<file path="src/hw/rtl/ebalu_pkg.sv">
// Shared types and constants for the eight-bit ALU with flags.
`timescale 1ns / 1ps
`default_nettype none

package ebalu_pkg;

    // Operation codes carried on the input tuser
    typedef enum logic [4:0] {
        ACT_ADD  = 5'd0,
        ACT_ADC  = 5'd1,
        ACT_SUB  = 5'd2,
        ACT_CP   = 5'd3,
        ACT_AND  = 5'd4,
        ACT_OR   = 5'd5,
        ACT_XOR  = 5'd6,
        ACT_INC  = 5'd7,
        ACT_DEC  = 5'd8,
        ACT_DAA  = 5'd9,
        ACT_CPL  = 5'd10,
        ACT_SCF  = 5'd11,
        ACT_RLCA = 5'd12,
        ACT_RRA  = 5'd13,
        ACT_RR   = 5'd14,
        ACT_SRL  = 5'd15,
        ACT_SWAP = 5'd16
    } action_t;

    // Z, N, H, C flag group
    typedef struct packed {
        logic carry;
        logic half;
        logic subtract;
        logic zero;
    } flags_t;

    // Decimal adjust constants
    localparam logic [7:0] DAA_LOW_ADJ  = 8'h06;
    localparam logic [7:0] DAA_HIGH_ADJ = 8'h60;
    localparam logic [7:0] DAA_HIGH_MAX = 8'h99;
    localparam logic [3:0] DAA_LOW_MAX  = 4'h9;

    localparam int DATA_W = 8;

endpackage

`default_nettype wire

</file>
<file path="src/hw/rtl/ebalu_core.sv">
// Combinational datapath: one operation on one byte plus flag update.
`timescale 1ns / 1ps
`default_nettype none

module ebalu_core
    import ebalu_pkg::*;
(
    input  wire logic [4:0]        action,
    input  wire logic [DATA_W-1:0] acc_in,
    input  wire logic [DATA_W-1:0] operand,
    input  wire flags_t            flags_in,
    output logic [DATA_W-1:0]      result,
    output logic                   write_result,
    output flags_t                 flags_out
);

    logic       carry_sel;
    logic [8:0] add_sum;
    logic [4:0] add_half;
    logic [8:0] sub_diff;
    logic [4:0] sub_half;
    logic       daa_low;
    logic       daa_high;
    logic [7:0] daa_adj;
    logic [7:0] daa_res;

    // Shared adder and subtractor with nibble carries
    always_comb
    begin
        carry_sel = (action_t'(action) == ACT_ADC) ? flags_in.carry : 1'b0;
        add_sum   = {1'b0, acc_in} + {1'b0, operand} + {8'd0, carry_sel};
        add_half  = {1'b0, acc_in[3:0]} + {1'b0, operand[3:0]} + {4'd0, carry_sel};
        sub_diff  = {1'b0, acc_in} - {1'b0, operand};
        sub_half  = {1'b0, acc_in[3:0]} - {1'b0, operand[3:0]};
    end

    // Decimal adjust after add or subtract
    always_comb
    begin
        if (flags_in.subtract)
        begin
            daa_low  = flags_in.half;
            daa_high = flags_in.carry;
        end
        else
        begin
            daa_low  = flags_in.half || (acc_in[3:0] > DAA_LOW_MAX);
            daa_high = flags_in.carry || (acc_in > DAA_HIGH_MAX);
        end
        daa_adj = (daa_low ? DAA_LOW_ADJ : 8'h00) | (daa_high ? DAA_HIGH_ADJ : 8'h00);
        daa_res = flags_in.subtract ? (acc_in - daa_adj) : (acc_in + daa_adj);
    end

    // Decode the operation; untouched flags pass through
    always_comb
    begin
        result       = acc_in;
        write_result = 1'b1;
        flags_out    = flags_in;
        unique case (action_t'(action))
            ACT_ADD, ACT_ADC:
            begin
                result             = add_sum[7:0];
                flags_out.subtract = 1'b0;
                flags_out.half     = add_half[4];
                flags_out.carry    = add_sum[8];
                flags_out.zero     = (add_sum[7:0] == 8'd0);
            end
            ACT_SUB, ACT_CP:
            begin
                result             = sub_diff[7:0];
                flags_out.zero     = (sub_diff[7:0] == 8'd0);
                flags_out.subtract = 1'b1;
                flags_out.half     = sub_half[4];
                flags_out.carry    = sub_diff[8];
                if (action_t'(action) == ACT_CP)
                begin
                    result       = acc_in;
                    write_result = 1'b0;
                end
            end
            ACT_AND:
            begin
                result    = acc_in & operand;
                flags_out = '{carry: 1'b0, half: 1'b1, subtract: 1'b0,
                              zero: ((acc_in & operand) == 8'd0)};
            end
            ACT_OR:
            begin
                result    = acc_in | operand;
                flags_out = '{carry: 1'b0, half: 1'b0, subtract: 1'b0,
                              zero: ((acc_in | operand) == 8'd0)};
            end
            ACT_XOR:
            begin
                result    = acc_in ^ operand;
                flags_out = '{carry: 1'b0, half: 1'b0, subtract: 1'b0,
                              zero: ((acc_in ^ operand) == 8'd0)};
            end
            ACT_INC:
            begin
                result             = operand + 8'd1;
                flags_out.zero     = (operand == 8'hFF);
                flags_out.subtract = 1'b0;
                flags_out.half     = (operand[3:0] == 4'hF);
            end
            ACT_DEC:
            begin
                result             = operand - 8'd1;
                flags_out.zero     = (operand == 8'h01);
                flags_out.subtract = 1'b1;
                flags_out.half     = (operand[3:0] == 4'h0);
            end
            ACT_DAA:
            begin
                result         = daa_res;
                flags_out.zero = (daa_res == 8'd0);
                flags_out.half = 1'b0;
                if (!flags_in.subtract)
                begin
                    flags_out.carry = daa_high;
                end
            end
            ACT_CPL:
            begin
                result             = ~acc_in;
                flags_out.subtract = 1'b1;
                flags_out.half     = 1'b1;
            end
            ACT_SCF:
            begin
                write_result       = 1'b0;
                flags_out.subtract = 1'b0;
                flags_out.half     = 1'b0;
                flags_out.carry    = 1'b1;
            end
            ACT_RLCA:
            begin
                result    = {acc_in[6:0], acc_in[7]};
                flags_out = '{carry: acc_in[7], half: 1'b0, subtract: 1'b0, zero: 1'b0};
            end
            ACT_RRA:
            begin
                result    = {flags_in.carry, acc_in[7:1]};
                flags_out = '{carry: acc_in[0], half: 1'b0, subtract: 1'b0, zero: 1'b0};
            end
            ACT_RR:
            begin
                result    = {flags_in.carry, operand[7:1]};
                flags_out = '{carry: operand[0], half: 1'b0, subtract: 1'b0,
                              zero: ({flags_in.carry, operand[7:1]} == 8'd0)};
            end
            ACT_SRL:
            begin
                result    = {1'b0, operand[7:1]};
                flags_out = '{carry: operand[0], half: 1'b0, subtract: 1'b0,
                              zero: (operand[7:1] == 7'd0)};
            end
            ACT_SWAP:
            begin
                result    = {operand[3:0], operand[7:4]};
                flags_out = '{carry: 1'b0, half: 1'b0, subtract: 1'b0,
                              zero: (operand == 8'd0)};
            end
            default:
            begin
                // Unused codes: no write, flags unchanged
                result       = acc_in;
                write_result = 1'b0;
            end
        endcase
    end

endmodule

`default_nettype wire

</file>
<file path="src/hw/rtl/eight_bit_alu_with_flags.sv">
// Top level: input register, ALU datapath and result register on stream ports.
// Path: input word captured in the input register, then the ALU result captured in the result register.
// Throughput: one word per cycle while the output is taken; the result register and the input register
// each advance whenever the stage after them is empty or being drained.
// Reset: rst_n asynchronous active low clears both stage valid bits; the data registers are not reset,
// and s_axis_tready is high as soon as both valid bits are clear.
`timescale 1ns / 1ps
`default_nettype none

module eight_bit_alu_with_flags
    import ebalu_pkg::*;
(
    input  wire logic        clk,
    input  wire logic        rst_n,
    input  wire logic        s_axis_tvalid,
    output logic             s_axis_tready,
    // [7:0] acc_in, [15:8] operand, [16] zero_in, [17] subtract_in,
    // [18] half_in, [19] carry_in, [23:20] zero
    input  wire logic [23:0] s_axis_tdata,
    // [4:0] action
    input  wire logic [4:0]  s_axis_tuser,
    output logic             m_axis_tvalid,
    input  wire logic        m_axis_tready,
    // [7:0] result, [8] write_result, [9] zero_out, [10] subtract_out,
    // [11] half_out, [12] carry_out, [15:13] zero
    output logic [15:0]      m_axis_tdata
);

    logic              in_valid_reg;
    logic [4:0]        action_reg;
    logic [DATA_W-1:0] acc_reg;
    logic [DATA_W-1:0] operand_reg;
    flags_t            flags_in_reg;

    logic              out_valid_reg;
    logic [DATA_W-1:0] result_reg;
    logic              write_reg;
    flags_t            flags_out_reg;

    logic [DATA_W-1:0] result_next;
    logic              write_next;
    flags_t            flags_next;
    logic              out_adv;
    logic              in_adv;

    // Stage enables
    assign out_adv       = !out_valid_reg || m_axis_tready;
    assign in_adv        = !in_valid_reg || out_adv;
    assign s_axis_tready = in_adv;

    // Capture the incoming word
    always_ff @(posedge clk or negedge rst_n)
    begin
        if (!rst_n)
        begin
            in_valid_reg <= 1'b0;
        end
        else if (in_adv)
        begin
            in_valid_reg <= s_axis_tvalid;
        end
    end

    always_ff @(posedge clk)
    begin
        if (in_adv && s_axis_tvalid)
        begin
            action_reg   <= s_axis_tuser;
            acc_reg      <= s_axis_tdata[7:0];
            operand_reg  <= s_axis_tdata[15:8];
            flags_in_reg <= '{carry: s_axis_tdata[19], half: s_axis_tdata[18],
                              subtract: s_axis_tdata[17], zero: s_axis_tdata[16]};
        end
    end

    ebalu_core u_core (
        .action       (action_reg),
        .acc_in       (acc_reg),
        .operand      (operand_reg),
        .flags_in     (flags_in_reg),
        .result       (result_next),
        .write_result (write_next),
        .flags_out    (flags_next)
    );

    // Hold the result word until taken
    always_ff @(posedge clk or negedge rst_n)
    begin
        if (!rst_n)
        begin
            out_valid_reg <= 1'b0;
        end
        else if (out_adv)
        begin
            out_valid_reg <= in_valid_reg;
        end
    end

    always_ff @(posedge clk)
    begin
        if (out_adv && in_valid_reg)
        begin
            result_reg    <= result_next;
            write_reg     <= write_next;
            flags_out_reg <= flags_next;
        end
    end

    assign m_axis_tvalid = out_valid_reg;
    assign m_axis_tdata  = {3'b000, flags_out_reg.carry, flags_out_reg.half,
                            flags_out_reg.subtract, flags_out_reg.zero,
                            write_reg, result_reg};

endmodule

`default_nettype wire

</file>
<file path="config.mk">
export PLATFORM = sky130hd
export DESIGN_NAME = eight_bit_alu_with_flags
export DESIGN_NICKNAME = d
export VERILOG_FILES = /design/src/hw/rtl/ebalu_pkg.sv /design/src/hw/rtl/ebalu_core.sv /design/src/hw/rtl/eight_bit_alu_with_flags.sv
export SDC_FILE = /design/constraint.sdc
export NUM_CORES = 1
export LEC_CHECK = 0
export BUFFER_PORTS_ARGS = -buffer_cell sky130_fd_sc_hd__buf_4
export CAP_MARGIN = 0
export CORE_MARGIN = 1
export CORE_UTILIZATION = 40
export CTS_BUF_LIST = sky130_fd_sc_hd__clkbuf_8
export DETAILED_ROUTE_END_ITERATION = 12
export SETUP_SLACK_MARGIN = 0.15
export SYNTH_ARGS = -nofsm -noshare
export SYNTH_HDL_FRONTEND = slang
export SYNTH_SLANG_ARGS = --single-unit
</file>
<file path="constraint.sdc">
create_clock -name clk -period 9.9 [get_ports clk]
set_clock_uncertainty 0.15 [all_clocks]
set_input_delay 0 -clock clk [delete_from_list [all_inputs] [get_ports clk]]
set_output_delay 0 -clock clk [all_outputs]
set_load 0.02 [all_outputs]
</file>
# Word level (Yosys, flattened, before mapping)
# Cells that the tools add are included.
# W data, S select, Z words.
# totals
reg_bits	40
input_bits	33
elab_cells	95
# op_classes
add_sub_neg	10
n_lt_le_gt_ge	2
n_eq_ne	19
mux	15
bitwise	5
reduce_logical	29
# ops
operator	n
$pmux W8 S14	1
$logic_not A8 Y1	8
$eq A5 B4 Y1 const B	8
$eq A5 B3 Y1 const B	4
$mux W8	2
$or A8 B8 Y8	2
$reduce_or A14 Y1	1
$pmux W1 S12	1
$reduce_or A12 Y1	1
$eq A5 B2 Y1 const B	2
$reduce_or A2 Y1	5
$add A8 B8 Y9	1
$add A9 B1 Y9	1
$reduce_or A9 Y1	1
$sub A8 B8 Y9	1
$add A8 B1 Y8 const B	1
$add A8 B8 Y8	1
$and A8 B8 Y8	1
$eq A8 B1 Y1 const B	1
$eq A8 B8 Y1 const B	1
$gt A8 B8 Y1 const B	1
$not A8 Y8	1
$pmux W1 S8	1
$reduce_or A4 Y1	2
other kinds (21)	31

# Longest topological paths before layout
# Gate-level depths: netlist (run 1).
# logic_depth
ltp_word	9
mapped_depth	13
depth_no_buf	13

# By module
# A second synthesis (run 1) with hierarchy kept.
# unflattened
cells_unflattened	475
hier_area_um2	4145.2
# by_module_without_submodules
module	n_inst	cells_each	area_per_inst_um2	seq_area_each_um2
ebalu_core	1	424	2866.5	0.0
eight_bit_alu_with_flags	1	51	1278.7	1191.1

# Worst setup path before layout (run 1)
# No wires, ideal clock.
# synth_path
path_type	flip-flop to flip-flop
start	register acc_reg[1]
end	register flags_out_reg (netlist bit m_axis_tdata[9]), data pin
setup_ns	0.145
arrival_time_ns	2.942
required_time_ns	9.605
slack_ns	6.663
path_stages_with_launch	14
n_path_buf	0
period_less_slack_ns	3.237
cell_sequence	edfxtp_1 > o21ai_0 > o211ai_1 > a31oi_1 > ha_1 > nand2_1 > o21ai_0 > ha_1 > o21ai_0 > o2bb2ai_1 > or3_1 > a2111oi_0 > a32oi_1 > o21ai_1
# synth_lines
element	line	rtl
from (decl)	eight_bit_alu_with_flags.sv:31	logic [DATA_W-1:0] acc_reg;
from (signal assigned)	eight_bit_alu_with_flags.sv:69	acc_reg <= s_axis_tdata[7:0];
to (signal assigned)	eight_bit_alu_with_flags.sv:105	flags_out_reg <= flags_next;
to (decl)	eight_bit_alu_with_flags.sv:38	flags_t flags_out_reg;

==> results.txt, run 1 <==
----------------------------------------------------
[Power and ir drop]
  Power per standard cell area ... approximately 120 mW/mm2
  Worst supply voltage drop on vdd ... about 0.000053 V
  Leakage ... about 1.9 nW

[Route]
  Total detailed-routing wirelength ... between 15000 and 20000 um
  Routed length per placed instance ... about 23 um
  Count of vias placed by the detailed router ... roughly 4200
  Drt via density ... ~6.4
  Starting DRT DRC Count ... 385
  Drt drc ... 0
  Remaining antenna violation count after routing ... 0
  Total iterations of the first detailed-routing run ... 8

[Synthesis]
  Mapped Area ... between 0.004 and 0.005 mm2
  Synth Warn # ... 0
  Part of the Yosys area used for sequential elements ... 0.289
  Flip-flop cell with the highest count after synthesis ... sky130_fd_sc_hd__edfxtp_1
  Mapped Avg Cell Area ... just under 9 um2
  Flip-flop and latch count after synthesis ... 40
  Dominant cell by count in the synthesized netlist ... sky130_fd_sc_hd__edfxtp_1
  Async SR Flop Fraction ... 0.0500
  Synth area leaders ... sky130_fd_sc_hd__edfxtp_1 (28%), sky130_fd_sc_hd__ha_1 (11%), sky130_fd_sc_hd__nor2_1 (2.9%)
  Proportion of netlist area held by the largest area contributor ... 0.277
  Number of distinct library cell variants in the gate-level netlist after synthesis ... between 70 and 80
  Gate Count Post-Synth ... roughly 470
  Ranking of synthesized cells by instance count ... sky130_fd_sc_hd__edfxtp_1 (38), sky130_fd_sc_hd__ha_1 (36), sky130_fd_sc_hd__nor2_1 (32), sky130_fd_sc_hd__inv_1 (30), sky130_fd_sc_hd__nand2_1 (27)
  Number of synthesized flops with an enable pin ... 38
  Top cell type by total area after synthesis ... sky130_fd_sc_hd__edfxtp_1

[Floorplanning]
  Initial core utilization ... 0.418
  Die Wd ... roughly 100 um
  Top Ports ... 51
  Die Span Y ... slightly above 100 um
  Area of the core region ... approximately 0.0099 mm2
  Die ar. ... about 0.011 mm2
  Cell Rows ... 36

[STA]
  Setup TNS ... 0 ns
  Worst-margin pin slew ... approximately 1.2 ns
  Minimum setup slack in the final design ... 5.91 ns
  Final count of pins violating max slew ... 0
  Final setup viols ... 0
  Peak Freq ... roughly 0.25 GHz
  RSZ-0062 raised after global routing ... no
  Final Critical Period ... roughly 4.0 ns
  Number of hold-slack violations in the final timing report ... 0
  Tcrit/Tclk final ... 0.403
  Relative slew slack ... 0.231

[Clock tree]
  Later-pin clock latency in the skew report ... 0.32 ns
  CTS tree ... yes
  Clock buffers created by TritonCTS ... 5
  CTS clock-pin slew for the worst setup and hold paths ... approximately 0.090 ns
  Master cell of the clock root buffer ... sky130_fd_sc_hd__clkbuf_8
  CTS HTree Levels ... 2
  Clock tree buffer depth ... 2
  Post-CTS setup-driven buffer insertion count ... 0
  Sinks on Clock Net ... 40
  PostCTS Resize Cnt ... 0

[Placement]
  Number of instances in the placed design ... roughly 620
  Worst-case setup slack after placement ... between 5 and 6 ns
  Weighted congestion at the end of routability-driven global placement ... about 1.1
  Estimated wirelength of the detail-placed design ... 11100 um
  Count of input and output buffers ... 43
  Cell area reported after detailed placement ... around 0.0045 mm2

[Layout]
  Finished Core Util ... 0.497
  Number of antenna repair diodes ... 0
  Share of final-layout standard cells stronger than drive strength 1 ... 0.115
  Layout overhead on the synthesized area ... 18.8%
  Final cell area excluding filler cells ... 0.00490 mm2
  Cell Count, Final, Fillers Out ... 657
  Number of nets at the end of the flow ... roughly 600

[Worst setup path]
  Maximum fanout along the worst path ... 11
  Worst endpoint data arrival time ... about 4 ns
  Class of the most critical setup path ... reg2reg
  Kind of start point of the critical path ... register
  Worst reg2reg path depth ... 13
  Data required time of the critical path ... between 9 and 10 ns
  Type of element capturing the critical path ... register

[GRT]
  Number of global-route vias before repair ... between 3000 and 4000
  Sum of overflow across all layers after global routing ... 0
  Antenna violations before repair ... 0
  GRT Overall Usage ... 0.278
  Largest net degree at the start of global routing ... 26
  First-pass GRT wire length ... roughly 23000 um

[Outcome]
  Outcome ... finished clean

[Min path]
  Worst Hold Depth ... 2
  Class of the most critical hold timing path ... in2reg

[Job]
  Max_cap viols ... 0

----------------------------------------------------
## kinds of logic after synthesis
family,share of synthesized area
xor gates and xnor gates,0.0297
muxes,0.0100
other,0.000909
adders and majority gates,0.124
buffers and inverters,0.0661
DFF,0.289
and+or+nand+nor,0.226
AOI/OAI and AO/OA,0.255
## placed cells by master, fill, tap and decap left out, drive strengths merged, types with 4 or more instances in the layout
master / instances
and3: 6
buf: 44
o21ai: 24
nor4: 9
or4: 5
o22ai: 6
nand3: 13
o311ai: 5
nand3b: 7
nor3b: 5
a211oi: 8
a31oi: 4
o21a: 4
nor2: 32
and2: 10
dlygate4sd3: 30
nor2b: 11
xnor2: 9
nand4: 8
edfxtp: 38
xor2: 5
o221ai: 5
o31ai: 4
clkbuf: 5
a22oi: 7
or3: 6
a2111oi: 4
inv: 31
a21oi: 20
nand2b: 10
o2bb2ai: 4
a221oi: 10
nand2: 27
ha: 36
nor3: 11
## what timing repair did
action	4_1_cts	5_1_grt
hold endpoints to repair	29	0
hold buffers	30	0
setup endpoints to repair	0	0
## report_power, final
group | switching, mW | internal [mW]
sequential | 0.0253 | 0.203
combinational | 0.114 | 0.0824
clock | 0.0644 | 0.0999
total | 0.203 | 0.385
## worst paths after layout
path | from | to | slack [ns]
max | acc_reg[1] | m_axis_tdata[9] | 5.91
min | s_axis_tdata[2] | acc_reg[2] | 0.24
max reg2reg | acc_reg[1] | m_axis_tdata[9] | 5.91
min reg2reg | in_valid_reg | m_axis_tvalid | 0.36
max in group asynchronous | rst_n | in_valid_reg | 9.06
min in group asynchronous | rst_n | in_valid_reg | 0.42
## routing by layer
layer | global-route usage | wire length (um) | vias up
li1 | - | - | 1912
met1 | 0.371 | 6370 | 1988
met2 | 0.447 | 6870 | 243
met3 | 0.0371 | 1170 | 48
met4 | 0.125 | 598 | 0
met5 | 0 | 0 | -
## worst max-delay path, stage by stage, from the launching register on
cell                        delay [ns]
sky130_fd_sc_hd__edfxtp_1         0.66
sky130_fd_sc_hd__o21ai_0          0.34
sky130_fd_sc_hd__o211ai_1         0.11
sky130_fd_sc_hd__a31oi_1          0.31
sky130_fd_sc_hd__ha_1             0.29
sky130_fd_sc_hd__nand2_1          0.06
sky130_fd_sc_hd__o21ai_0          0.09
sky130_fd_sc_hd__ha_1             0.37
sky130_fd_sc_hd__o21ai_0          0.11
sky130_fd_sc_hd__o2bb2ai_1        0.15
sky130_fd_sc_hd__or3_1            0.39
sky130_fd_sc_hd__a2111oi_0        0.54
sky130_fd_sc_hd__a32oi_1          0.09
sky130_fd_sc_hd__o21ai_1          0.15
## per-stage QoR
stage / power, mW / hold slack (ns)
after floorplan: 0.349 / -0.446
after detailed placement: 0.412 / -0.366
after CTS: 0.585 / 0.243
after global placement: 0.411 / -0.366
after global routing: 0.611 / 0.254
final: 0.588 / 0.242
## cell type report
cell class                 instances  area (um2)
fill                             912        4960
tap                              133         166
sequential                        40        1190
clock inverter                     3        63.8
clock buffer                       5        68.8
multi-input combinational        372        2670
inverter                          30         113
timing repair buffer              74         631
(Power assumes the default switching activity.)
==> run 2: changes to the inputs <==
Clock period 9.9 ns to 3.4 ns, I/O delays scaled along.
==> results.txt, run 2 (same netlist as run 1, synthesis figures left out) <==
----------------------------------------------------
[Floorplanning]
  Cell Rows ... 36 (unchanged)
  Die ar. ... 0.0107 mm2 (unchanged)
  Area of the core region ... 0.00986 mm2 (unchanged)
  Top Ports ... 51 (unchanged)
  Initial core utilization ... 0.418 (unchanged)
  Die Span Y ... 104 um (unchanged)
  Die Wd ... 104 um (unchanged)

[Layout]
  Most frequent standard cell in the layout excluding fill and tap cells ... sky130_fd_sc_hd__buf_4
  Number of nets at the end of the flow ... 634 (+6.6%)
  Share of final-layout standard cells stronger than drive strength 1 ... 0.210 (+0.0951)
  Final cell area excluding filler cells ... 0.00528 mm2 (+7.6%)
  Finished Core Util ... 0.535 (+0.0379)
  Commonest cells after routing, fill and taps aside ... sky130_fd_sc_hd__buf_4 (82), sky130_fd_sc_hd__edfxtp_1 (38), sky130_fd_sc_hd__ha_1 (34)
  Layout overhead on the synthesized area ... 27.9%
  Cell Count, Final, Fillers Out ... 696 (+5.9%)
  Number of antenna repair diodes ... 0 (unchanged)

[Worst setup path]
  Class of the most critical setup path ... reg2reg
  Worst flop-to-flop path startpoint ... acc_reg[1]
  Stage delay of the slowest cell on the critical path ... 0.54 ns (-0.12 ns)
  CP Launch Point ... acc_reg[1]
  Worst endpoint data arrival time ... 3.19 ns (-0.80 ns)
  Crit-path leading delay family ... compound AO/OA/AOI/OAI gates
  Critical path buffers and inverters ... 0 (unchanged)
  Data required time of the critical path ... 3.33 ns (-6.57 ns)
  Slowest cell on the critical path ... sky130_fd_sc_hd__or4_1
  Kind of start point of the critical path ... register
  Worst reg2reg path depth ... 12 (-1)
  Type of element capturing the critical path ... register
  Worst path cell trace ... o21ai_2, o211ai_1, a31oi_2, ha_2, mux2i_1, ha_1, or4_1, a211oi_2, or3_4, a2111oi_4, a32oi_1, o21ai_1
  Maximum fanout along the worst path ... 3 (-8)
  Worst reg-to-reg setup slack ... 0.14 ns (-5.77 ns)
  Reg-to-reg endpoint ... m_axis_tdata[9]

[Min path]
  Worst Hold End ... acc_reg[3]
  Min-Delay Startpoint ... s_axis_tdata[3]
  Class of the most critical hold timing path ... in2reg
  Worst Hold Depth ... 2 (unchanged)

[GRT]
  Antenna violations before repair ... 0 (unchanged)
  Largest net degree at the start of global routing ... 26 (unchanged)
  GRT Overall Usage ... 0.297 (+0.0197)
  Number of global-route vias before repair ... 4237 (+7.2%)
  Sum of overflow across all layers after global routing ... 0 (unchanged)
  First-pass GRT wire length ... 24200 um (+6.3%)

[Route]
  Starting DRT DRC Count ... 480 (+25%)
  Drt drc ... 0 (unchanged)
  Total iterations of the first detailed-routing run ... 5 (-3)
  Routed length per placed instance ... 23.0 um (+0.76%)
  Total detailed-routing wirelength ... 16000 um (+6.7%)
  Drt via density ... 6.28 (-1.5%)
  Remaining antenna violation count after routing ... 0 (unchanged)
  Count of vias placed by the detailed router ... 4373 (+4.3%)

[Placement]
  Number of instances in the placed design ... 655 (+5.8%)
  Weighted congestion at the end of routability-driven global placement ... 1.03 (-2.6%)
  Cell area reported after detailed placement ... 0.00474 mm2 (+6.0%)
  Worst-case setup slack after placement ... -0.0313 ns (-6.01 ns)
  Count of input and output buffers ... 43 (unchanged)
  Estimated wirelength of the detail-placed design ... 12000 um (+8.5%)

[Clock tree]
  Master cell of the clock root buffer ... sky130_fd_sc_hd__clkbuf_8
  CTS HTree Levels ... 2 (unchanged)
  CTS clock-pin slew for the worst setup and hold paths ... 0.11 ns (+0.02 ns)
  CTS tree ... yes
  Later-pin clock latency in the skew report ... 0.32 ns (about the same)
  Sinks on Clock Net ... 40 (unchanged)
  Clock tree buffer depth ... 2 (unchanged)
  Clock buffers created by TritonCTS ... 5 (unchanged)

[STA]
  RSZ-0062 raised after global routing ... yes
  Worst hold slack across all endpoints ... 0.239 ns (-0.00239 ns)
  Final setup viols ... 0 (unchanged)
  Setup TNS ... 0 ns (unchanged)
  Final Critical Period ... 3.26 ns (-0.734 ns)
  Relative slew slack ... 0.432 (+0.201)
  Peak Freq ... 0.307 GHz (+23%)
  Final count of pins violating max slew ... 0 (unchanged)
  Number of hold-slack violations in the final timing report ... 0 (unchanged)
  Worst-margin pin slew ... 0.840 ns (-0.314 ns)
  Minimum setup slack in the final design ... 0.144 ns (-5.77 ns)
  Tcrit/Tclk final ... 0.958 (+0.555)

[Power and ir drop]
  Power per standard cell area ... 335 mW/mm2 (+180%)
  Leakage ... 2.06 nW (+10%)
  Worst supply voltage drop on vdd ... 0.000181 V (+240%)
  Total Power ... 1.77 mW (+200%)

[Job]
  Max_cap viols ... 0 (unchanged)

[Outcome]
  Outcome ... finished clean

----------------------------------------------------
[run 2: changes by cell type in the layout (fill, tap and decap cells not counted), moves of 2 or more]
cell | previous run | this run
sky130_fd_sc_hd__a2111oi_0 | 4 | 2
sky130_fd_sc_hd__buf_4 | 44 | 82
sky130_fd_sc_hd__ha_1 | 36 | 34
sky130_fd_sc_hd__ha_2 | 0 | 2
sky130_fd_sc_hd__inv_1 | 31 | 29
sky130_fd_sc_hd__o21ai_0 | 23 | 19
sky130_fd_sc_hd__o21ai_1 | 1 | 3
sky130_fd_sc_hd__o21ai_2 | 0 | 2
[run 2: cell type report]
cell class / count / area [um2]
sequential: 40 / 1190
inverter: 30 / 115
timing repair buffer: 113 / 927
tap: 133 / 166
clock inverter: 3 / 46.3
clock buffer: 5 / 68.8
multi-input combinational: 372 / 2760
fill: 915 / 4590
[run 2: worst max path at each step]
stage | endpoint | slack, ns | depth (start not counted)
3_3_place_gp | result_reg[3] | 0.08 | 10
3_5_place_dp | m_axis_tdata[9] | -0.03 | 13
2_1_floorplan | m_axis_tdata[9] | 0.16 | 13
5_1_grt | m_axis_tdata[9] | 0.05 | 13
6_report | m_axis_tdata[9] | 0.14 | 12
4_1_cts | m_axis_tdata[9] | 0.13 | 13
[run 2: layer usage]
layer / global-route usage / vias up / wire, um
met4: 0.157 / 0 / 798
met5: 0 / - / 0
met3: 0.0466 / 65 / 1250
met2: 0.478 / 270 / 7320
li1: - / 1993 / -
met1: 0.384 / 2045 / 6650
[run 2: where the power goes]
part / internal [mW] / total (mW) / leakage [nW] / switching, mW
combinational: 0.294 / 0.711 / 1.62 / 0.417
sequential: 0.589 / 0.615 / 0.387 / 0.0259
clock: 0.222 / 0.441 / 0.0548 / 0.219
total: 1.11 / 1.77 / 2.06 / 0.662
[run 2: what timing repair did]
item,4_1_cts,5_1_grt
hold endpoints to repair,29,0
buffers inserted,1,2
resized for setup,4,23
endpoints found under the setup margin,4,8
pin swaps,2,16
hold buffers,30,0
